$ cat src/hw/rtl/assert_macros.svh
`ifndef ASSERT_MACROS_SVH
`define ASSERT_MACROS_SVH

`ifndef SYNTH
// condition holds at every edge outside reset
`define SSD_ASSERT(label, clk, rst, cond, msg) \
   label: assert property (@(posedge clk) disable iff (rst) (cond)) else $error(msg);
// condition in one cycle implies consequence in the next
`define SSD_ASSERT_NEXT(label, clk, rst, ante, cons, msg) \
   label: assert property (@(posedge clk) disable iff (rst) (ante) |=> (cons)) else $error(msg);
`else
`define SSD_ASSERT(label, clk, rst, cond, msg)
`define SSD_ASSERT_NEXT(label, clk, rst, ante, cons, msg)
`endif

`endif

$ cat src/hw/rtl/ssd_pkg.sv
package ssd_pkg;

   localparam int OP_W     = 3;
   localparam int KEY_W    = 64;
   localparam int POS_W    = 5;
   localparam int STATUS_W = 2;
   localparam int LIST_W   = 2;
   localparam int COUNT_W  = 6;

   localparam int QUEUE_DEPTH = 2;
   localparam int QUEUE_PW    = $clog2(QUEUE_DEPTH);
   localparam int QUEUE_CW    = $clog2(QUEUE_DEPTH + 1);

   typedef enum logic [OP_W-1:0] {
      OP_ADD       = 3'd0,
      OP_REMOVE    = 3'd1,
      OP_LOOKUP    = 3'd2,
      OP_READ      = 3'd3,
      OP_DIFF_ELEM = 3'd4,
      OP_DIFF_END  = 3'd5
   } op_type;

   typedef enum logic [STATUS_W-1:0] {
      ST_OK      = 2'd0,
      ST_MISS    = 2'd1,
      ST_FULL    = 2'd2,
      ST_BAD_POS = 2'd3
   } status_type;

   typedef enum logic [LIST_W-1:0] {
      DL_NONE  = 2'd0,
      DL_OURS  = 2'd1,
      DL_OTHER = 2'd2
   } list_type;

   typedef enum logic {
      BK_RUN  = 1'b0,
      BK_SCAN = 1'b1
   } back_state_type;

   typedef struct packed {
      op_type             op;
      logic [KEY_W-1:0]   key;
      logic [POS_W-1:0]   pos;
   } cmd_type;

   typedef struct packed {
      status_type           status;
      logic                 found;
      logic [POS_W-1:0]     position;
      logic [KEY_W-1:0]     key;
      list_type             diff_list;
      logic                 last;
      logic [COUNT_W-1:0]   count;
   } rsp_type;

endpackage

$ cat src/hw/rtl/ssd_if.sv
interface ssd_req_if;
   logic                        valid;
   logic                        ready;
   logic [ssd_pkg::OP_W-1:0]    operation;
   logic [ssd_pkg::KEY_W-1:0]   key;
   logic [ssd_pkg::POS_W-1:0]   position_in;

   modport source (output valid, output operation, output key, output position_in,
                   input ready);
   modport sink (input valid, input operation, input key, input position_in,
                 output ready);
endinterface


$ cat src/hw/rtl/ssd_front.sv
module ssd_front #(
   parameter int KEY_BITS = 64
) (
   input  logic              clock,
   input  logic              reset,
   ssd_req_if.sink           req_bus,
   output logic              cmd_valid,
   input  logic              cmd_ready,
   output ssd_pkg::cmd_type  cmd
);

   localparam logic [ssd_pkg::KEY_W-1:0] KeyMask =
      {ssd_pkg::KEY_W{1'b1}} >> (ssd_pkg::KEY_W - KEY_BITS);

   ssd_pkg::cmd_type                 queue_ff [ssd_pkg::QUEUE_DEPTH];
   logic [ssd_pkg::QUEUE_PW-1:0]     wr_ptr_ff, wr_ptr_in;
   logic [ssd_pkg::QUEUE_PW-1:0]     rd_ptr_ff, rd_ptr_in;
   logic [ssd_pkg::QUEUE_CW-1:0]     fill_ff, fill_in;
   logic                             op_known;
   logic                             push;
   logic                             pop;
   ssd_pkg::cmd_type                 new_cmd;

   // undefined codes are taken and dropped
   assign op_known = req_bus.operation inside {[ssd_pkg::OP_ADD : ssd_pkg::OP_DIFF_END]};
   assign req_bus.ready = (fill_ff != ssd_pkg::QUEUE_CW'(ssd_pkg::QUEUE_DEPTH));
   assign push = req_bus.valid && req_bus.ready && op_known;
   assign pop = cmd_valid && cmd_ready;

   assign cmd_valid = (fill_ff != '0);
   assign cmd = queue_ff[rd_ptr_ff];

   always_comb begin
      new_cmd.op = ssd_pkg::op_type'(req_bus.operation);
      new_cmd.key = req_bus.key & KeyMask;
      new_cmd.pos = req_bus.position_in;
   end

   always_comb begin
      wr_ptr_in = wr_ptr_ff;
      rd_ptr_in = rd_ptr_ff;
      fill_in = fill_ff;
      if (push) begin
         wr_ptr_in = wr_ptr_ff + 1'b1;
      end
      if (pop) begin
         rd_ptr_in = rd_ptr_ff + 1'b1;
      end
      if (push && !pop) begin
         fill_in = fill_ff + 1'b1;
      end else if (pop && !push) begin
         fill_in = fill_ff - 1'b1;
      end
   end

   always_ff @(posedge clock) begin
      if (reset) begin
         wr_ptr_ff <= '0;
         rd_ptr_ff <= '0;
         fill_ff <= '0;
      end else begin
         wr_ptr_ff <= wr_ptr_in;
         rd_ptr_ff <= rd_ptr_in;
         fill_ff <= fill_in;
      end
   end

   always_ff @(posedge clock) begin
      if (push) begin
         queue_ff[wr_ptr_ff] <= new_cmd;
      end
   end

endmodule

$ cat src/flat_wrapper.sv
// flat-port wrapper written by rule: the top's interface ports become plain ports
module ssd_front_flat 
#(
   parameter int KEY_BITS = 64
)
  (clock, reset, cmd_valid, cmd_ready, cmd, req_bus_valid, req_bus_operation, req_bus_key, req_bus_position_in, req_bus_ready);
  ssd_req_if req_bus_i ();
  input  logic clock;
  input  logic reset;
  output logic cmd_valid;
  input  logic cmd_ready;
  output ssd_pkg::cmd_type cmd;
  input wire logic [$bits(req_bus_i.valid)-1:0] req_bus_valid;
  input wire logic [$bits(req_bus_i.operation)-1:0] req_bus_operation;
  input wire logic [$bits(req_bus_i.key)-1:0] req_bus_key;
  input wire logic [$bits(req_bus_i.position_in)-1:0] req_bus_position_in;
  output wire logic [$bits(req_bus_i.ready)-1:0] req_bus_ready;
  assign req_bus_i.valid = req_bus_valid;
  assign req_bus_i.operation = req_bus_operation;
  assign req_bus_i.key = req_bus_key;
  assign req_bus_i.position_in = req_bus_position_in;
  assign req_bus_ready = req_bus_i.ready;
  ssd_front #(.KEY_BITS(KEY_BITS)) u_core (.clock(clock), .reset(reset), .req_bus(req_bus_i), .cmd_valid(cmd_valid), .cmd_ready(cmd_ready), .cmd(cmd));
endmodule
$ cat config.mk
export PLATFORM = sky130hd
export DESIGN_NAME = ssd_front_flat
export DESIGN_NICKNAME = d
export VERILOG_FILES = /design/src/hw/rtl/assert_macros.svh /design/src/hw/rtl/ssd_pkg.sv /design/src/hw/rtl/ssd_if.sv /design/src/hw/rtl/ssd_front.sv /design/src/flat_wrapper.sv
export SDC_FILE = /design/constraint.sdc
export NUM_CORES = 1
export LEC_CHECK = 0
export ABC_CLOCK_PERIOD_IN_PS = 10500
export BUFFER_PORTS_ARGS = -buffer_cell sky130_fd_sc_hd__buf_2
export CORE_AREA = 2 2 113 115
export DETAILED_ROUTE_END_ITERATION = 10
export DIE_AREA = 0 0 115 117
export MAX_ROUTING_LAYER = met4
export PLACE_DENSITY = 0.8
export SLEW_MARGIN = 40
export SYNTH_ARGS = -nofsm -noshare
export SYNTH_HDL_FRONTEND = slang
export SYNTH_SLANG_ARGS = --single-unit
$ cat constraint.sdc
create_clock -name clock -period 10.5 [get_ports clock]
set_input_delay 1.05 -clock clock [delete_from_list [all_inputs] [get_ports clock]]
set_output_delay 1.05 -clock clock [all_outputs]
set_load 0.02 [all_outputs]
## Word level (Yosys, flattened, before mapping)

Memory sizes are Yosys's and may differ from the RTL's. A register that Yosys moved wholly into a read port is not among the register bits.
Cells that the tools add are included.

| word-level totals | value |
|---|---|
| register bits | 4 |
| RAM bits | 144 |
| bits of input ports | 76 |
| word-level logic and storage cells | 27 |
| memories | 1 |

Memories:

| memory | words | width | read ports | clocked after Yosys merged registers in | write ports | line | text |
|---|---|---|---|---|---|---|---|
| u_core.queue_ff | 2 | 72 | 1 | 1 | 1 | ssd_front.sv:15 | `ssd_pkg::cmd_type queue_ff [ssd_pkg::QUEUE_DEPTH];` |

| cells by class | value |
|---|---|
| add/subtract/negate cells | 4 |
| $lt $le $gt $ge | 2 |
| eq/ne operators | 1 |
| multiplexer cells | 6 |
| reduce and logical (&&, ||, !) cells | 10 |

Operator list:

| cell | count |
|---|---|
| 1-bit logical AND | 6 |
| 1-bit 2-to-1 mux | 4 |
| 2-bit 2-to-1 mux | 2 |
| 2-bit nonzero test | 2 |
| 3-bit by 1-bit >= comparator with 1-bit output, second input constant | 1 |
| 3-bit less-or-equal comparator, second input constant | 1 |
| 1-bit adder, second input constant | 2 |
| 2-bit by 1-bit adder with 2-bit output, second input constant | 1 |
| 1-bit zero test | 2 |
| 2-bit inequality test, second input constant | 1 |
| 2-bit by 1-bit subtractor with 2-bit output, second input constant | 1 |

## Depth between registers and ports, before layout

Gate-level depths: netlist (run 1).

| logic depth | value |
|---|---|
| word-level depth | 7 |
| mapped depth | 6 |

## Worst setup path before layout (run 1)

Ideal clock, no wire load.

| path | value |
|---|---|
| kind | input port to flip-flop |
| from | input port req_bus_operation[2] |
| to | memory u_core.queue_ff[0][0] (netlist bit), enable pin |
| data arrival time | 4.518 ns |
| required time | 9.989 ns |
| setup slack | 5.471 ns |
| cell stages on the path | 3 |
| path buffers | 0 |
| cell sequence | nand2_1 > and3_4 > nor2b_1 |

| on the way | value |
|---|---|
| cells in the longest elaborated chain, start to end | 5 |
| elaborated cells between the ends (all ways) | 6 |
| classes of those cells | 2 x order compare; 2 x mux; 2 x reduce/logical |

RTL lines:

| item | line | text |
|---|---|---|
| start: declaration | flat_wrapper.sv:14 | `input wire logic [$bits(req_bus_i.operation)-1:0] req_bus_operation;` |
| 3-bit by 1-bit >= comparator with 1-bit output / 3-bit less-or-equal comparator (equally long branches) | ssd_front.sv:25 | `assign op_known = req_bus.operation inside {[ssd_pkg::OP_ADD : ssd_pkg::OP_DIFF_END]};` |
| 1-bit logical AND * | ssd_front.sv:25 |  |
| 1-bit logical AND * | ssd_front.sv:27 | `assign push = req_bus.valid && req_bus.ready && op_known;` |
| via u_core.push | ssd_front.sv:20 | `logic push;` |
| 1-bit 2-to-1 mux * | ssd_front.sv:69 | `if (push) begin` |
| 1-bit 2-to-1 mux (not written as such) * | ssd_front.sv:70 | `queue_ff[wr_ptr_ff] <= new_cmd;` |
| end: declaration | ssd_front.sv:15 |  |

Mark *: on every way through the listed nets, which the timed path passes. The rest lies on a longest branch.

==> results of run 1 <==
==> placed cells by master (no fill, tap or decap), types with 2 or more instances in the layout <==
master	count
o21ai_0	2
dfxtp_1	4
mux2_2	72
edfxtp_1	144
buf_12	3
bufinv_16	5
clkbuf_16	17
nor2_1	4
xor2_1	3
clkinvlp_4	3
clkinv_1	4
buf_2	149
==> how the worst max path moves through the flow <==
stage                                        end  slack [ns]
after floorplan            u_core.queue_ff[0][0]        5.47
after global placement    u_core.queue_ff[0][21]        7.25
after detailed placement  u_core.queue_ff[0][21]        7.57
after CTS                                 cmd[7]        7.48
after global routing                     cmd[25]        7.44
final                                    cmd[25]        7.54
==> power breakdown <==
part	total (uW)	switching [uW]	leakage, uW	internal, uW
clock	645	226	0.000299	418
sequential	774	37.8	0.00137	736
combinational	446	253	0.000961	192
total	1860	518	0.00263	1350
==> flip-flops by register name (all words and copies together) (netlist names), named ones only <==
register and cells:
u_core.wr_ptr_ff 1, u_core.queue_ff 144, u_core.rd_ptr_ff 1, u_core.fill_ff 2
==> worst max-delay path, cell delays in order, from the launching register on <==
cell     delay, ns
dfxtp_4       0.64
buf_12        0.29
mux2_2        0.38
buf_2         0.16
==> metal layers <==
layer | up-vias | track usage | wire (microns)
li1 | 1317 | - | -
met1 | 1375 | 0.168 | 4060
met2 | 101 | 0.244 | 4920
met3 | 14 | 0.0453 | 449
met4 | 0 | 0.0747 | 171
met5 | - | - | 0
==> through the flow <==
stage	hold WS (ns)	utilization	cell area [sq um]	instances	worst slack (ns)
2_1_floorplan	0.472	-	5420	249	5.47
3_3_place_gp	0.487	0.514	6330	541	7.25
3_5_place_dp	0.507	0.522	6420	545	7.57
4_1_cts	0.519	0.573	7060	577	7.48
5_1_grt	0.545	0.573	7060	577	7.44
6_report	0.511	0.573	7060	577	7.54
==> cells by family (layout without fill, tap and decap cells) <==
group,Yosys count,in the layout,share of synthesized area
DFF,149,149,0.816
xor gates and xnor gates,3,3,0.00485
muxes,73,73,0.152
adders and majority gates,1,1,0.00231
AOI/OAI and AO/OA,3,3,0.00277
and+or+nand+nor,12,12,0.0139
buffers and inverters,8,186,0.00739
==> cell type report <==
class | count | area, sq um | area share
multi-input combinational | 92 | 965 | 0.137
clock inverter | 15 | 210 | 0.0298
clock buffer | 17 | 425 | 0.0603
tap | 150 | 188 | 0.0266
sequential | 149 | 4430 | 0.627
timing repair buffer | 154 | 841 | 0.119
==> results.md, run 1 <==
* Layout Nets at 491
* TNS Setup at 0 ns
* Share of the synthesized area in the top cell type at 0.798
* Row cnt at 41
* TritonCTS Sinks at 149
* Grt total ovfl at 0
* Max-cap violations at 0
* Asr flop ratio synth at 0
* Global router's overall resource usage at 0.149
* Min Tclk post-route at 2.96 ns
* Fillers at 972
* Post-CTS setup buffers at 0
* Fmax at between 0.3 and 0.4 GHz
* Layout Skew at a little over 0.006 ns
* Total number of vias at 2807
* Final ANT Viol Nets at 0
* Vias per Instance at 4.86
* WP data required at 9.45 ns
* Vias in the first global route at a little under 3000
* Top cells by area, synth: edfxtp_1 80%, mux2_2 15%, dfxtp_1 1.8%, buf_2 0.74%, xor2_1 0.48%
* I/O Buffers at 149
* Register area share after synthesis at 0.816
* CTS tree: done
* Worst R2R Start: u_core.fill_ff[0]
* Fraction of layout instances using a drive strength above 1 at 0.611
* Worst setup SP type: flop
* Final HPWL DP at approximately 6300 microns
* Initial DRT Pass Iterations at 4
* Worst min path class: reg -> reg
* Root Buffer: clkbuf_16
* Synth Register Bits at 149
* Post-CTS Resized at 0
* Final hold violation count at 0
* Cells on worst reg2reg path at 4
* PnR Total Power at 1860 uW
* Post-synth EDFFs at roughly 140
* Worst hold path depth at 2
* Top-count cell post-synth: edfxtp_1
* P_leak at 0.00263 uW
* Most used DFF post-synth: edfxtp_1
* Slew margin rel. at 0.634
* Antenna Cells at 0
* Least-Margin Pin Slew at roughly 0.55 ns
* Synth cell count leaders: 144 x edfxtp_1, 72 x mux2_2, 8 x buf_2
* Post-synth cell types at 17
* Horiz. Die Dim at 115 microns
* DR WL/cell at 16.6 microns
* Unrepaired setup endpoints after global routing: false
* Die ar. at 13500 sq um
* Num CTS Buffers at 17
* Core area at ~12000 sq um
* Reg-to-Reg End: u_core.queue_ff[0][36]
* Hold Crit Start: u_core.rd_ptr_ff
* Worst IR Drop VDD at 121 uV
* Io pins at 150
* Setup CP Type: reg -> out
* PD cells at 264 nW/um^2
* Status: finished clean
* Initial antenna violation count at 0
* Reg clk slew, reported paths at ~0.060 ns
* Starting density of the core at 0.440
* Worst Path Max Fanout at 40
* Clock latency on the worst-skew pair at around 0.41 ns
* Syn_nets at roughly 330
* First-pass GRT wire length at 14200 microns
* Largest net degree at the start of global routing at 41
* CP Capture Type: output pin
* Final period util at 0.282
* Number of cells produced by synthesis at 249
* Final Max Slew Viols at 0
* H-tree Lvls at 4
* Yosys warning count at 0
* Mapped Area at 5420 sq um
* CTS Hold Bufs at 0
* Finish-stage setup viols at 0
* GP Congestion at between 0.7 and 0.8
* Area leader, netlist: edfxtp_1
* Routed wire length at 9600 microns
* R2r setup slk at 8.26 ns
* P&R area growth vs syn at 30.2%
* Die H at 117 microns
* Clock Path Buffers at 2
* Syn Area/Cell at 21.8 sq um
* Drt drc at 0
* Iter 0 DRT Violations at between 150 and 200
* Arr. time, crit path at ~1.9 ns
Note: power is estimated with default switching activity, not from simulation.
==> run 2: changes to the inputs <==
--- a/config.mk
+++ b/config.mk
@@ -5,13 +5,14 @@
 export SDC_FILE = /design/constraint.sdc
 export NUM_CORES = 1
 export LEC_CHECK = 0
-export ABC_CLOCK_PERIOD_IN_PS = 10500
+export ABC_AREA = 1
+export ABC_CLOCK_PERIOD_IN_PS = 2400
 export BUFFER_PORTS_ARGS = -buffer_cell sky130_fd_sc_hd__buf_2
-export CORE_AREA = 2 2 113 115
+export CORE_AREA = 2 2 117 119
 export DETAILED_ROUTE_END_ITERATION = 10
-export DIE_AREA = 0 0 115 117
+export DIE_AREA = 0 0 119 121
 export MAX_ROUTING_LAYER = met4
-export PLACE_DENSITY = 0.8
+export PLACE_DENSITY = 0.81
 export SLEW_MARGIN = 40
 export SYNTH_ARGS = -nofsm -noshare
 export SYNTH_HDL_FRONTEND = slang
==> constraint.sdc (replaced) <==
create_clock -name clock -period 2.4 [get_ports clock]
set_input_delay 0.24 -clock clock [delete_from_list [all_inputs] [get_ports clock]]
set_output_delay 0.24 -clock clock [all_outputs]
set_load 0.02 [all_outputs]
==> run 2 against run 1 <==
- largest cell class unchanged
- critical path depth stayed put
- combinational power rose to 4.3 times the previous value
- worst hold slack worse by 0.49 ns
- largest power group unchanged
- non-clock buffer count rose by 48
- synthesized area is 6.9% higher
- global-route usage is 0.49 points higher
- setup slack got worse by 7.2 ns
- clock power rose to 4.4 times the previous value
==> results.md, run 2 <==
* Most frequent cells in the layout: 149 x buf_2, 144 x edfxtp_1, 70 x mux2_4
* Commonest non-fill, non-tap cell in the layout: buf_2
* Mapped Area at 5800 sq um (+6.9%)
* Worst IR Drop VDD at 546 uV (+350%)
* Least-Margin Pin Slew at 0.509 ns (-0.0408 ns)
* Layout Nets at 553 (+13%)
* WP data required at 2.16 ns (-7.29 ns)
* Unrepaired setup endpoints after global routing: false
* Status: finished clean
* Initial antenna violation count at 0 (unchanged)
* Number of cells produced by synthesis at 263 (+5.6%)
* Final non-filler cell area at 7830 sq um (+11%)
* Root Buffer: clkbuf_16
* Min Tclk post-route at 2.10 ns
* PnR Total Power at 8090 uW (+330%)
* Layout Skew at 0.00328 ns (-0.00292 ns)
* Syn Area/Cell at 22.0 sq um (+1.3%)
* Worst min path class: in -> reg
* TritonCTS Sinks at 149 (unchanged)
* Largest reg by FF count: u_core.queue_ff
* Top-count cell post-synth: edfxtp_1
* Global router's overall resource usage at 0.154 (+0.00485)
* Final Max Slew Viols at 0 (unchanged)
* GP Congestion at 0.707 (-3.3%)
* Syn_nets at 340 (+4.3%)
* Die H at 121 microns (+3.4%)
* P&R area growth vs syn at 35.2%
* Area leader, netlist: edfxtp_1
* Asr flop ratio synth at 0 (unchanged)
* Final period util at 0.875
* Fmax at 0.476 GHz
* Setup CP Type: reg -> out
* Layout Utilization at 0.599 (+0.0255)
* Synth Register Bits at 149 (unchanged)
* Max-cap violations at 0 (unchanged)
* Iter 0 DRT Violations at 157 (-9.8%)
* Max FFs per register at 144 (unchanged)
* Initial DRT Pass Iterations at 4 (unchanged)
* Largest net degree at the start of global routing at 73 (+78%)
* PD cells at 1030 nW/um^2 (+290%)
* Num CTS Buffers at 17 (unchanged)
* Drt drc at 0 (unchanged)
* CTS Hold Bufs at 45 (+45)
* Post-synth EDFFs at 144 (unchanged)
* Total number of vias at 3040 (+8.3%)
* Crit-path max cell delay at 0.64 ns (about the same)
* DR WL/cell at 15.4 microns (-7.3%)
* Hold Crit Start: req_bus_key[35]
* H-tree Lvls at 4 (unchanged)
* Routed wire length at 10300 microns (+6.8%)
* Final HPWL DP at 6460 microns (+2.5%)
* DP Area at 6750 sq um (+5.1%)
* Arr. time, crit path at 1.86 ns (-0.05 ns)
* Post-CTS setup buffers at 0 (unchanged)
* Cells on worst reg2reg path at 6 (+2)
* Die ar. at 14400 sq um (+7.0%)
* Grt total ovfl at 0 (unchanged)
* First-pass GRT wire length at 16100 microns (+14%)
* Vias in the first global route at 3255 (+13%)
* Synth cell count leaders: 144 x edfxtp_1, 70 x mux2_4, 11 x nand2_1
* Slew margin rel. at 0.660 (+0.0265)
* Core area at 13100 sq um (+6.3%)
* Vias per Instance at 4.57 (-6.0%)
* Final ANT Viol Nets at 0 (unchanged)
* Clock latency on the worst-skew pair at 0.41 ns (about the same)
* Yosys warning count at 0 (unchanged)
* Starting density of the core at 0.443 (+0.00277)
* Crit path cell chain: buf_4 -> mux2_4 -> buf_2
* Reg-to-Reg End: u_core.queue_ff[1][27]
* R2r setup slk at 0.48 ns (-7.78 ns)
* Worst Path Max Fanout at 23 (-43%)
* TNS Setup at 0 ns (unchanged)
* Post-CTS Resized at 0 (unchanged)
* Most used DFF post-synth: edfxtp_1
* Register area share after synthesis at 0.763 (-0.0531)
* Hold Slack at 0.0232 ns (-0.487 ns)
* Final hold violation count at 0 (unchanged)
* Slowest cell on crit path: dfxtp_4
* Row cnt at 42 (+2.4%)
* Horiz. Die Dim at 119 microns (+3.5%)
* Antenna Cells at 0 (unchanged)
* I/O Buffers at 149 (unchanged)
* P_leak at 0.00310 uW (+18%)
* Top cells by area, synth: edfxtp_1 75%, mux2_4 18%, buf_12 2.4%, dfxtp_1 1.7%, nand2_1 0.71%
* Fraction of layout instances using a drive strength above 1 at 0.542 (-0.0693)
* Worst hold path depth at 1 (-1)
* Worst Hold Path EP: u_core.queue_ff[0][40]
* Io pins at 150 (unchanged)
* CP Capture Type: output pin
* Reg clk slew, reported paths at 0.06 ns (about the same)
* Finish-stage setup viols at 0 (unchanged)
* Worst setup SP type: flop
* Share of the synthesized area in the top cell type at 0.746 (-0.0519)
* Post-synth cell types at 15 (-2)
* Regs by FF count: u_core.queue_ff x144, u_core.fill_ff x2
* CTS tree: done
* Worst R2R Start: u_core.fill_ff[1]
* Clock Path Buffers at 2 (unchanged)
==> run 2: cell count changes after synthesis, sizes merged, moves of 2 or more <==
| cell | delta |
|---|---|
| inv | +8 |
| nand2 | +10 |
| nand3 | +2 |
| nor2 | +3 |
| nor2b | -2 |
| xor2 | -3 |
==> run 2: logic make-up after synthesis <==
group | after synthesis | synth area share
flops | 149 | 0.763
mux | 72 | 0.185
simple gates | 22 | 0.0153
buf+inv | 16 | 0.0313
compound gates | 3 | 0.00259
fa+ha+maj | 1 | 0.00216
==> run 2: final cells by class <==
class	count	area, sq um
clock inverter	14	208
fill	973	5250
sequential	149	4430
inverter	8	33.8
tap	176	220
multi-input combinational	98	1210
timing repair buffer	202	1310
clock buffer	18	429
==> run 2: layer usage <==
layer	up-vias	part of all wire	GRT usage
li1	1451	-	-
met1	1481	0.41	0.171
met2	92	0.53	0.263
met3	16	0.046	0.0437
met4	0	0.015	0.0647
met5	-	0	-
==> run 2: power by group <==
| part | internal, uW | switching (uW) | leakage [uW] | total, uW |
|---|---|---|---|---|
| clock network | 1840 | 987 | 0.000301 | 2820 |
| logic | 912 | 1030 | 0.00143 | 1940 |
| registers | 3190 | 137 | 0.00137 | 3330 |
==> run 2: worst max path at each step <==
stage / endpoint / start / slack, ns / cells after the start
floorplan: u_core.queue_ff[0][0] / u_core.fill_ff[1] / -0.15 / 3
global placement: u_core.queue_ff[1][21] / u_core.fill_ff[1] / 0.56 / 6
detailed placement: u_core.queue_ff[1][18] / u_core.fill_ff[1] / 0.45 / 6
CTS: cmd[27] / flop / 0.24 / 3
global route: cmd[60] / flop / 0.20 / 3
finish: cmd[27] / flop / 0.30 / 3
==> run 2: worst max-delay path, delay by kind of cell, from the launching register on <==
family   cells  cell delay [ns]
buf+inv      2             0.48
mux          1             0.32
flops        1             0.64
==> run 2: per-stage QoR <==
step                      worst slack, ns  std cells
after CTS                           0.236        665
final                               0.301        665
after detailed placement            0.447        588
after global placement              0.565        588
after global routing                0.202        665
after floorplan                    -0.147        263
==> run 3: changes to the inputs <==
--- a/config.mk
+++ b/config.mk
@@ -9,6 +9,7 @@
 export ABC_CLOCK_PERIOD_IN_PS = 2400
 export BUFFER_PORTS_ARGS = -buffer_cell sky130_fd_sc_hd__buf_2
 export CORE_AREA = 2 2 117 119
+export CTS_BUF_LIST = sky130_fd_sc_hd__clkbuf_8
 export DETAILED_ROUTE_END_ITERATION = 10
 export DIE_AREA = 0 0 119 121
 export MAX_ROUTING_LAYER = met4
==> run 3 against run 2 <==
- clock skew rose by 0.0017 ns
- setup slack worse by 0.052 ns
- sequential share of layout area is 0.56 points lower
- cell count up 4.1%
- first-iteration DRC count down 17%
- utilization rose by 0.60 points
- flip-flop and latch count is the same
- wire length rose by 3.2%
- worst hold slack better by 0.068 ns
- count of clock-buffer cells in the layout decreased by 1
- die area unchanged
- largest cell class unchanged
==> results.md, run 3 (synthesis results as in run 2) <==
* Finish-stage setup viols at 0 (unchanged)
* Cells on worst reg2reg path at 6 (unchanged)
* Starting density of the core at 0.443 (unchanged)
* Final Max Slew Viols at 0 (unchanged)
* Layout Nets at 580 (+4.9%)
* GP Congestion at 0.707 (unchanged)
* Layout Skew at 0.00494 ns (+0.00166 ns)
* Max FFs per register at 144 (unchanged)
* Worst R2R Start: u_core.fill_ff[1]
* Layout Utilization at 0.605 (+0.00603)
* Reg-to-Reg End: u_core.queue_ff[1][64]
* Post-CTS Resized at 0 (unchanged)
* Final ANT Viol Nets at 0 (unchanged)
* I/O Buffers at 149 (unchanged)
* Least-Margin Pin Slew at 0.500 ns (-0.00839 ns)
* Reg clk slew, reported paths at 0.08 ns (+0.02 ns)
* Register share of total power at 0.447 (+0.036)
* Setup CP Type: reg -> out
* Io pins at 150 (unchanged)
* WP data required at 2.16 ns (about the same)
* Die H at 121 microns (unchanged)
* Worst setup SP type: flop
* Fillers at 957 (-1.6%)
* Fmax at 0.465 GHz (-2.4%)
* P&R area growth vs syn at 36.5%
* Iter 0 DRT Violations at 130 (-17%)
* Antenna Cells at 0 (unchanged)
* Global router's overall resource usage at 0.159 (+0.00469)
* Slew margin rel. at 0.666 (+0.00560)
* Commonest non-fill, non-tap cell in the layout: buf_2
* TritonCTS Sinks at 149 (unchanged)
* PnR Total Power at 7430 uW (-8.1%)
* Drt drc at 0 (unchanged)
* Num CTS Buffers at 17 (unchanged)
* Initial antenna violation count at 0 (unchanged)
* Arr. time, crit path at 1.91 ns (+0.05 ns)
* Combinational share of power at 0.267 (+0.027)
* Clock network fraction of design power at 0.286 (-0.063)
* Clock latency on the worst-skew pair at 0.44 ns (+0.03 ns)
* Routed wire length at 10600 microns (+3.2%)
* Core area at 13100 sq um (unchanged)
* Horiz. Die Dim at 119 microns (unchanged)
* Die ar. at 14400 sq um (unchanged)
* Worst IR Drop VDD at 542 uV (-0.68%)
* PD cells at 940 nW/um^2 (-9.0%)
* Largest net degree at the start of global routing at 73 (unchanged)
* Fraction of layout instances using a drive strength above 1 at 0.514 (-0.0284)
* P_leak at 0.00313 uW (+0.96%)
* Vias in the first global route at 3427 (+5.3%)
* Regs by FF count: u_core.queue_ff x144, u_core.fill_ff x2
* Min Tclk post-route at 2.15 ns (+0.0515 ns)
* CP Capture Type: output pin
* DR WL/cell at 15.3 microns (-0.79%)
* Vias per Instance at 4.53 (-0.90%)
* Total number of vias at 3135 (+3.1%)
* Root Buffer: clkbuf_8
* Largest reg by FF count: u_core.queue_ff
* Status: finished clean
* Final hold violation count at 0 (unchanged)
* Worst min path class: in -> reg
* Most frequent cells in the layout: 149 x buf_2, 144 x edfxtp_1, 72 x dlygate4sd3_1
* Row cnt at 42 (unchanged)
* R2r setup slk at 0.49 ns (about the same)
* Unrepaired setup endpoints after global routing: false
* First-pass GRT wire length at 16700 microns (+3.5%)
* Switching share of total power at 0.280 (+0.0144)
* Initial DRT Pass Iterations at 4 (unchanged)
* Internal cell power at 5350 uW (-9.9%)
* Grt total ovfl at 0 (unchanged)
* H-tree Lvls at 4 (unchanged)
* CTS tree: done
* Final HPWL DP at 6460 microns (unchanged)
* Psw at 2080 uW (-3.1%)
* CP Capture Point: cmd[27]
* Worst Path Max Fanout at 23 (unchanged)
* Clock Path Buffers at 2 (unchanged)
* Max-cap violations at 0 (unchanged)
* Final period util at 0.896 (+0.0215)
==> run 3: worst min path at each step <==
stage                           start                      to  slack [ns]  depth (start not counted)
3_5_place_dp          req_bus_key[11]  u_core.queue_ff[1][16]        0.43                          1
3_3_place_gp          req_bus_key[25]  u_core.queue_ff[0][30]        0.43                          1
2_1_floorplan  req_bus_position_in[0]   u_core.queue_ff[0][0]        0.34                          0
6_report                        reset       u_core.fill_ff[1]        0.09                          4
5_1_grt                         reset       u_core.fill_ff[1]        0.08                          4
4_1_cts                         reset       u_core.fill_ff[1]        0.06                          4
==> run 3: per-layer routing <==
layer  vias to the layer above  part of all wire  GRT usage  routed length, microns
met5                         -                 0          -                       0
met4                         0             0.014     0.0513                     148
met3                        13             0.048     0.0508                     506
met2                        96              0.54      0.281                    5670
met1                      1526              0.40      0.170                    4260
li1                       1500                 -          -                       -
==> run 3: power by group through the flow <==
| stage | registers [uW] | logic [uW] | clock network [uW] |
|---|---|---|---|
| floorplan | 3310 | 1530 | 0 |
| global placement | 3370 | 1870 | 0 |
| detailed placement | 3390 | 1900 | 0 |
| CTS | 3330 | 2000 | 2180 |
| global route | 3350 | 2110 | 2290 |
| finish | 3320 | 1980 | 2130 |
==> run 3: area by class of cell <==
type                       count  area, sq um  area share
inverter                       8         33.8     0.00427
timing repair buffer         229         1580       0.199
tap                          176          220      0.0278
sequential                   149         4430       0.560
clock inverter                15          211      0.0267
clock buffer                  17          234      0.0296
multi-input combinational     98         1210       0.153
==> run 3: through the flow <==
stage	setup TNS, ns	cell area [sq um]	cells	worst slack [ns]	hold WS (ns)
after floorplan	-10.58	5820	263	-0.147	0.339
after global placement	0	6750	588	0.565	0.429
after detailed placement	0	6750	588	0.447	0.432
after CTS	0	7910	692	0.198	0.0567
after global routing	0	7910	692	0.138	0.0759
final	0	7910	692	0.249	0.0909
==> run 3: what timing repair did <==
action | CTS | global route
setup buffers | 0 | 0
hold buffers | 72 | 0
endpoints found under the hold margin | 144 | 0
==> run 3: critical path, stage by stage (launching register included) <==
cell and delay [ns]:
dfxtp_4 0.64, buf_4 0.32, mux2_4 0.32, buf_2 0.16
